$ cat src/hw/rtl/int8_layer_norm_top_assert.svh
// Assertion macros shared by the layer normalisation top level.
`ifndef INT8_LAYER_NORM_TOP_ASSERT_SVH
`define INT8_LAYER_NORM_TOP_ASSERT_SVH

// Antecedent holds, so the consequent holds in the same cycle.
`define ILN_ASSERT_NOW(lbl, ante, cons, msg) \
    lbl: assert property (@(posedge aclk) disable iff (!aresetn) (ante) |-> (cons)) \
        else $error(msg);

// Antecedent holds, so the consequent holds in the next cycle.
`define ILN_ASSERT_NEXT(lbl, ante, cons, msg) \
    lbl: assert property (@(posedge aclk) disable iff (!aresetn) (ante) |=> (cons)) \
        else $error(msg);

`endif

$ cat src/hw/rtl/iln_pkg.sv
`default_nettype none
package iln_pkg;

    // Token buffer geometry.
    localparam int MAX_DIM = 64;
    localparam int ADDR_W  = $clog2(MAX_DIM);
    localparam int CNT_W   = $clog2(MAX_DIM + 1);

    // Iteration counts of the shared root and divide units.
    localparam int SQRT_STEPS = 17;
    localparam int DIV_STEPS  = 32;

    // Configuration register indexes.
    localparam logic [2:0] CFG_TOKEN_LENGTH = 3'd0;
    localparam logic [2:0] CFG_IN_FRAC      = 3'd1;
    localparam logic [2:0] CFG_EPSILON      = 3'd2;
    localparam logic [2:0] CFG_RECIP_FRAC   = 3'd3;
    localparam logic [2:0] CFG_OUT_FRAC     = 3'd4;

    // Output saturation limits.
    localparam int OUT_HI = 127;
    localparam int OUT_LO = -128;

    typedef struct packed {
        logic signed [7:0] x_value;
        logic signed [7:0] gamma_value;
        logic signed [7:0] beta_value;
    } in_beat_t;

    typedef struct packed {
        logic signed [7:0] y_value;
        logic              last_element;
    } out_beat_t;

    // Commands from the controller to the datapath.
    typedef struct packed {
        logic load;
        logic var_mul;
        logic var_sub;
        logic sqrt_step;
        logic div_init;
        logic div_step;
        logic rd;
        logic mul1;
        logic mul2;
        logic mul3;
        logic sum;
        logic emit;
    } cmd_t;

    // Status from the datapath to the controller.
    typedef struct packed {
        logic token_end;
        logic last_elem;
        logic out_free;
    } sts_t;

endpackage
`default_nettype wire

$ cat src/hw/rtl/iln_ctrl.sv
`default_nettype none
module iln_ctrl (
    input  wire logic        aclk,
    input  wire logic        aresetn,
    input  wire logic        s_valid,
    output logic             s_ready,
    input  iln_pkg::sts_t    sts,
    output iln_pkg::cmd_t    cmd
);

    localparam logic [3:0] ST_LOAD  = 4'd0;
    localparam logic [3:0] ST_VMUL  = 4'd1;
    localparam logic [3:0] ST_VSUB  = 4'd2;
    localparam logic [3:0] ST_SQRT  = 4'd3;
    localparam logic [3:0] ST_DINIT = 4'd4;
    localparam logic [3:0] ST_DIV   = 4'd5;
    localparam logic [3:0] ST_RD    = 4'd6;
    localparam logic [3:0] ST_MUL1  = 4'd7;
    localparam logic [3:0] ST_MUL2  = 4'd8;
    localparam logic [3:0] ST_MUL3  = 4'd9;
    localparam logic [3:0] ST_SUM   = 4'd10;
    localparam logic [3:0] ST_EMIT  = 4'd11;

    localparam int IT_W = $clog2(iln_pkg::DIV_STEPS);

    logic [3:0]      state_reg, state_next;
    logic [IT_W-1:0] iter_reg, iter_next;

    assign s_ready = (state_reg == ST_LOAD);

    // Next state, iteration count and datapath commands.
    always_comb begin
        state_next = state_reg;
        iter_next  = iter_reg;
        cmd        = '0;
        case (state_reg)
            ST_LOAD: begin
                if (s_valid) begin
                    cmd.load = 1'b1;
                    if (sts.token_end) begin
                        state_next = ST_VMUL;
                    end
                end
            end
            ST_VMUL: begin
                cmd.var_mul = 1'b1;
                state_next  = ST_VSUB;
            end
            ST_VSUB: begin
                cmd.var_sub = 1'b1;
                iter_next   = IT_W'(iln_pkg::SQRT_STEPS - 1);
                state_next  = ST_SQRT;
            end
            ST_SQRT: begin
                cmd.sqrt_step = 1'b1;
                iter_next     = iter_reg - 1'b1;
                if (iter_reg == '0) begin
                    state_next = ST_DINIT;
                end
            end
            ST_DINIT: begin
                cmd.div_init = 1'b1;
                iter_next    = IT_W'(iln_pkg::DIV_STEPS - 1);
                state_next   = ST_DIV;
            end
            ST_DIV: begin
                cmd.div_step = 1'b1;
                iter_next    = iter_reg - 1'b1;
                if (iter_reg == '0) begin
                    state_next = ST_RD;
                end
            end
            ST_RD: begin
                cmd.rd     = 1'b1;
                state_next = ST_MUL1;
            end
            ST_MUL1: begin
                cmd.mul1   = 1'b1;
                state_next = ST_MUL2;
            end
            ST_MUL2: begin
                cmd.mul2   = 1'b1;
                state_next = ST_MUL3;
            end
            ST_MUL3: begin
                cmd.mul3   = 1'b1;
                state_next = ST_SUM;
            end
            ST_SUM: begin
                cmd.sum    = 1'b1;
                state_next = ST_EMIT;
            end
            ST_EMIT: begin
                if (sts.out_free) begin
                    cmd.emit   = 1'b1;
                    state_next = sts.last_elem ? ST_LOAD : ST_RD;
                end
            end
            default: begin
                state_next = ST_LOAD;
            end
        endcase
    end

    always_ff @(posedge aclk) begin
        if (!aresetn) begin
            state_reg <= ST_LOAD;
            iter_reg  <= '0;
        end else begin
            state_reg <= state_next;
            iter_reg  <= iter_next;
        end
    end

endmodule
`default_nettype wire

$ cat config.mk
export PLATFORM = sky130hd
export DESIGN_NAME = iln_ctrl
export DESIGN_NICKNAME = d
export VERILOG_FILES = /design/src/hw/rtl/int8_layer_norm_top_assert.svh /design/src/hw/rtl/iln_pkg.sv /design/src/hw/rtl/iln_ctrl.sv
export SDC_FILE = /design/constraint.sdc
export NUM_CORES = 1
export LEC_CHECK = 0
export BUFFER_PORTS_ARGS = -buffer_cell sky130_fd_sc_hd__buf_2
export CAP_MARGIN = 20
export CORE_MARGIN = 3
export CORE_UTILIZATION = 50
export CTS_BUF_LIST = sky130_fd_sc_hd__clkbuf_4 sky130_fd_sc_hd__clkbuf_8 sky130_fd_sc_hd__clkbuf_16
export CTS_CLUSTER_SIZE = 25
export DETAILED_ROUTE_END_ITERATION = 8
export PLACE_DENSITY = 0.83
export SLEW_MARGIN = 5
export SYNTH_ARGS = -nofsm -noshare
export SYNTH_HDL_FRONTEND = slang
export SYNTH_SLANG_ARGS = --single-unit
$ cat constraint.sdc
create_clock -name aclk -period 1.87 [get_ports aclk]
set_input_delay 0.374 -clock aclk [delete_from_list [all_inputs] [get_ports aclk]]
set_output_delay 0.374 -clock aclk [all_outputs]
set_load 0.03 [all_outputs]
**Yosys cells after proc, flatten, opt, wreduce, memory -nomap -nowiden**

Index checks and enable logic that the tools add are counted.

- Flip-flop bits (word level): 9
- Bits of input ports: 6
- Output and inout bits: 13
- Word-level logic and storage cells: 46

- Add/sub/neg operators: 1
- Equal/unequal tests: 16
- Multiplexer cells: 22
- Reduce and logical (&&, ||, !) cells: 5

Operator list:

| operator | number |
|---|---|
| $pmux 4 s12 | 1 |
| $mux 4 | 5 |
| $eq 4x3->1 const B | 4 |
| $eq 4x4->1 const B | 4 |
| $pmux 5 s3 | 1 |
| $mux 1 | 14 |
| $eq 4x2->1 const B | 2 |
| $ne 2x2->1 const B | 4 |
| $logic_not 5->1 | 1 |
| $reduce_and 5->1 | 1 |
| $sub 5x1->5 const B | 1 |
| $eq 4x1->1 const B | 1 |
| $logic_not 4->1 | 1 |
| $mux 3 | 1 |
| $reduce_bool 3->1 | 1 |
| $ne 2x1->1 const B | 1 |
| $reduce_or 2->1 | 1 |

**Logic depth before layout (Yosys ltp)**

- Word-level depth: 3
- Gate-level depth with buffers: 6
- Depth with buffers taken out: 6

**Least setup slack after synthesis**

OpenSTA, ideal clock, no wires.

- Kind: flip-flop to output port
- From: register state_reg[3]
- To: output port cmd[11] (netlist name)
- Arrival time: 1.962 ns
- Data required time: 1.496 ns
- Slack: -0.466 ns
- Stages on the path, launching flop included: 3
- Buffers on the path: 0
- Path through: dfxtp_1 -> nor4_1 -> and2_1

RTL lines:

| element | line | RTL |
|---|---|---|
| from (decl) | iln_ctrl.sv:26 | `logic [3:0] state_reg, state_next;` |
| from (signal assigned) | iln_ctrl.sv:110 | `state_reg <= state_next;` |
| to (decl) | iln_ctrl.sv:8 | `output iln_pkg::cmd_t cmd` |

**Final worst setup path**

- From: register iter_reg[0]
- To: register state_reg[3]

- Word-level cells in the longest chain between the ends: 3
- Elaborated cells between the ends (all ways): 4
- Those cells by class: eq/ne (2); reduce/logical (2)

Ends and longest elaborated chain:

| element | line | RTL |
|---|---|---|
| from (decl) | iln_ctrl.sv:27 | `logic [IT_W-1:0] iter_reg, iter_next;` |
| from (signal assigned) | iln_ctrl.sv:111 | `iter_reg <= iter_next;` |
| $logic_not 5->1 (*) | iln_ctrl.sv:57, iln_ctrl.sv:69 |  |
| $ne 2x2->1 (no source line) | - |  |
| $reduce_and 5->1 (no source line) (*) | - |  |

Mark *: on every way between the ends. The rest lies on a longest branch, timed or not.
A chain may end at the register's enable or synchronous reset.

==> run metrics <==
status=completed; Clock Tree Root=clkbuf_4; die span in y=43.1 µm; Power Density=1600 mW/mm²; Final Skew=0.00916 ns; Highest Clock Rate=560 MHz; setup ws final=0.0845 ns; post-synth top area share=26.1%; # IOs=19; Rel. slew slack=71.3%; most common cell in the netlist=nor2_1; sequential area share after synthesis=26.1%; sequential cell area=186 µm²; Largest register FFs=5; Initial Util=57.4%; startpoint types=flop; fin. max-slew vios=0; #FFs+latches synth=9; Final ANT Viol Nets=0; Initial DRC Count=25; Core Footprint=0.00120 mm²; largest net degree at the start of global routing=16; DR pass1 iterations=4; Skew-Pair Late Insertion Delay=0.26 ns; Syn Inst Count=93; final setup fails=0; final net count=125; Fill cells=100; Post-synth EDFFs=0; Commonest cells post-synth=nor2_1 (12), dfxtp_1 (9), a21oi_1 (7), nor3_1 (7), nand2b_1 (6); DRC=0; Net Count, Synth=100; Hold/Removal Path Class=in -> reg; clock tree buffer depth=2; Post-Syn Area=689 µm²; Psw=0.000672 W; total wire length=1900 µm; CP endpoint kind=flop; RSZ-0062 raised after global routing=no; Mean Syn Cell Area=7.41 µm²; area grow syn2layout=29.9%; first-pass GRT wire length=3260 µm; cell taking the most area after synthesis=dfxtp_1; TritonCTS clock tree=built; drt wl/cell=14.5 µm; Max-cap violations=0; die area=0.00186 mm²; Setup TNS=0 ns; power share of the clock group=11.3%; Vias=785; Cell Int Power=0.000759 W; Crit Path Class=reg -> reg; Ys Warns=0; Tot Pwr=0.00143 W; port bufs=18; Num CTS Buffers=3; final hold violations=0; CP max FO=5; initial antenna violation count=0; switching share of power=47.0%; total track usage=22.3%; Seq pwr share=28.8%; Worst Max-Slew Pin Slew=0.430 ns; final clock period utilization by the worst path=95.5%; Area contributors post-synth=dfxtp_1 (26%), nor2_1 (6.5%), nand2b_1 (5.4%), a21oi_1 (5.1%), nor3_1 (5.1%); fin crit period=1.79 ns; crit path DAT=1.94 ns; Max H-tree Level=1; Top FF cell, synth=dfxtp_1; Sink Count=9; vias per cell=5.99; Multi-input gate area=503 µm²; Ant. Diodes=0; Worst IR Drop VDD=1010 µV; Comb pwr share=59.9%; dpl hpwl=1420 µm; Final GP Congestion=0.915; layout cell share with drive strength beyond 1=33.3%; LEAKAGE=0.408 nW; grt ovf=0; FP Rows=12; vias in the first global route=749; Worst-path clk slew=0.06 ns; width of the die=43.1 µm; FFs w/ async S/R, synth=0%; CP Data Required Time=2.02 ns; DP Worst Slack=0.0573 ns; synth unique cells=36
worst max-delay path: stages (launching register included):
cell and delay (ns):
dfxtp_1 0.34, inv_1 0.07, ha_2 0.17, or4b_4 0.46, and3_4 0.21, o31a_1 0.27, o21a_1 0.16
final cells by class:
type	instances	area share [%]
repair buffers	24	15.6
inverters	5	2.09
flip-flops and latches	9	20.8
clock buffers	4	3.35
multi-input cells	75	56.1
well taps	14	1.96
path summary, 6_finish.rpt:
path,cells past startpoint,endpoint,start,slack (ns)
setup / recovery,6,state_reg[3],iter_reg[0],0.08
hold / removal,2,iter_reg[4],aresetn,0.39
setup reg to reg,6,state_reg[3],iter_reg[0],0.08
hold reg to reg,2,state_reg[1],state_reg[1],0.61
per-layer routing:
metal / vias to the layer above / share of wire [%] / GRT usage, %
li1: 389 / - / -
met1: 361 / 45 / 29.4
met2: 32 / 47 / 36.3
met3: 3 / 6.0 / 2.97
met4: 0 / 1.4 / 8.43
met5: - / 0 / 0
per-stage QoR:
step	hold slack [ns]	std cells	util [%]	area [µm²]
6_report	0.391	131	74.6	896
3_3_place_gp	0.566	126	69.3	832
3_5_place_dp	0.602	126	69.3	832
4_1_cts	0.385	130	72.1	866
5_1_grt	0.398	131	74.6	896
2_1_floorplan	0.491	93	-	704
timing repair:
action / CTS / global route
gates resized for setup: 3 / 7
gates cloned: 0 / 0
setup endpoints to repair: 5 / 5
buffers inserted: 0 / 1
hold buffers: 0 / 0
pin swaps: 0 / 2
power groups by stage:
stage	Combinational [W]	Clock [W]	Sequential [W]
2_1_floorplan	0.000661	0	0.000335
3_3_place_gp	0.000783	0	0.000389
3_5_place_dp	0.000807	0	0.000396
4_1_cts	0.000818	0.000166	0.000397
5_1_grt	0.000950	0.000174	0.000424
6_report	0.000858	0.000162	0.000412
placed cells by master, fill, tap and decap left out, types with 4 or more instances in the layout:
cell and n:
a21oi_1 7, o21ai_0 4, nand2b_1 5, nor2_1 12, clkbuf_4 4, inv_1 5, buf_4 8, nor3_1 5
dfxtp_1 6, buf_2 16
kinds of logic (layout without fill, tap and decap cells):
group | count (synthesis) | count (layout) | share of synthesized area [%]
AO/OA/AOI/OAI | 27 | 27 | 26.5
XOR/XNOR | 1 | 1 | 1.27
adder cells (fa/ha/maj) | 1 | 1 | 1.81
buffers and inverters | 9 | 33 | 5.26
flip-flops | 9 | 9 | 26.1
multiplexers | 1 | 1 | 1.45
AND/OR/NAND/NOR | 45 | 45 | 37.6
No activity file was read; power rests on OpenSTA's default activity.
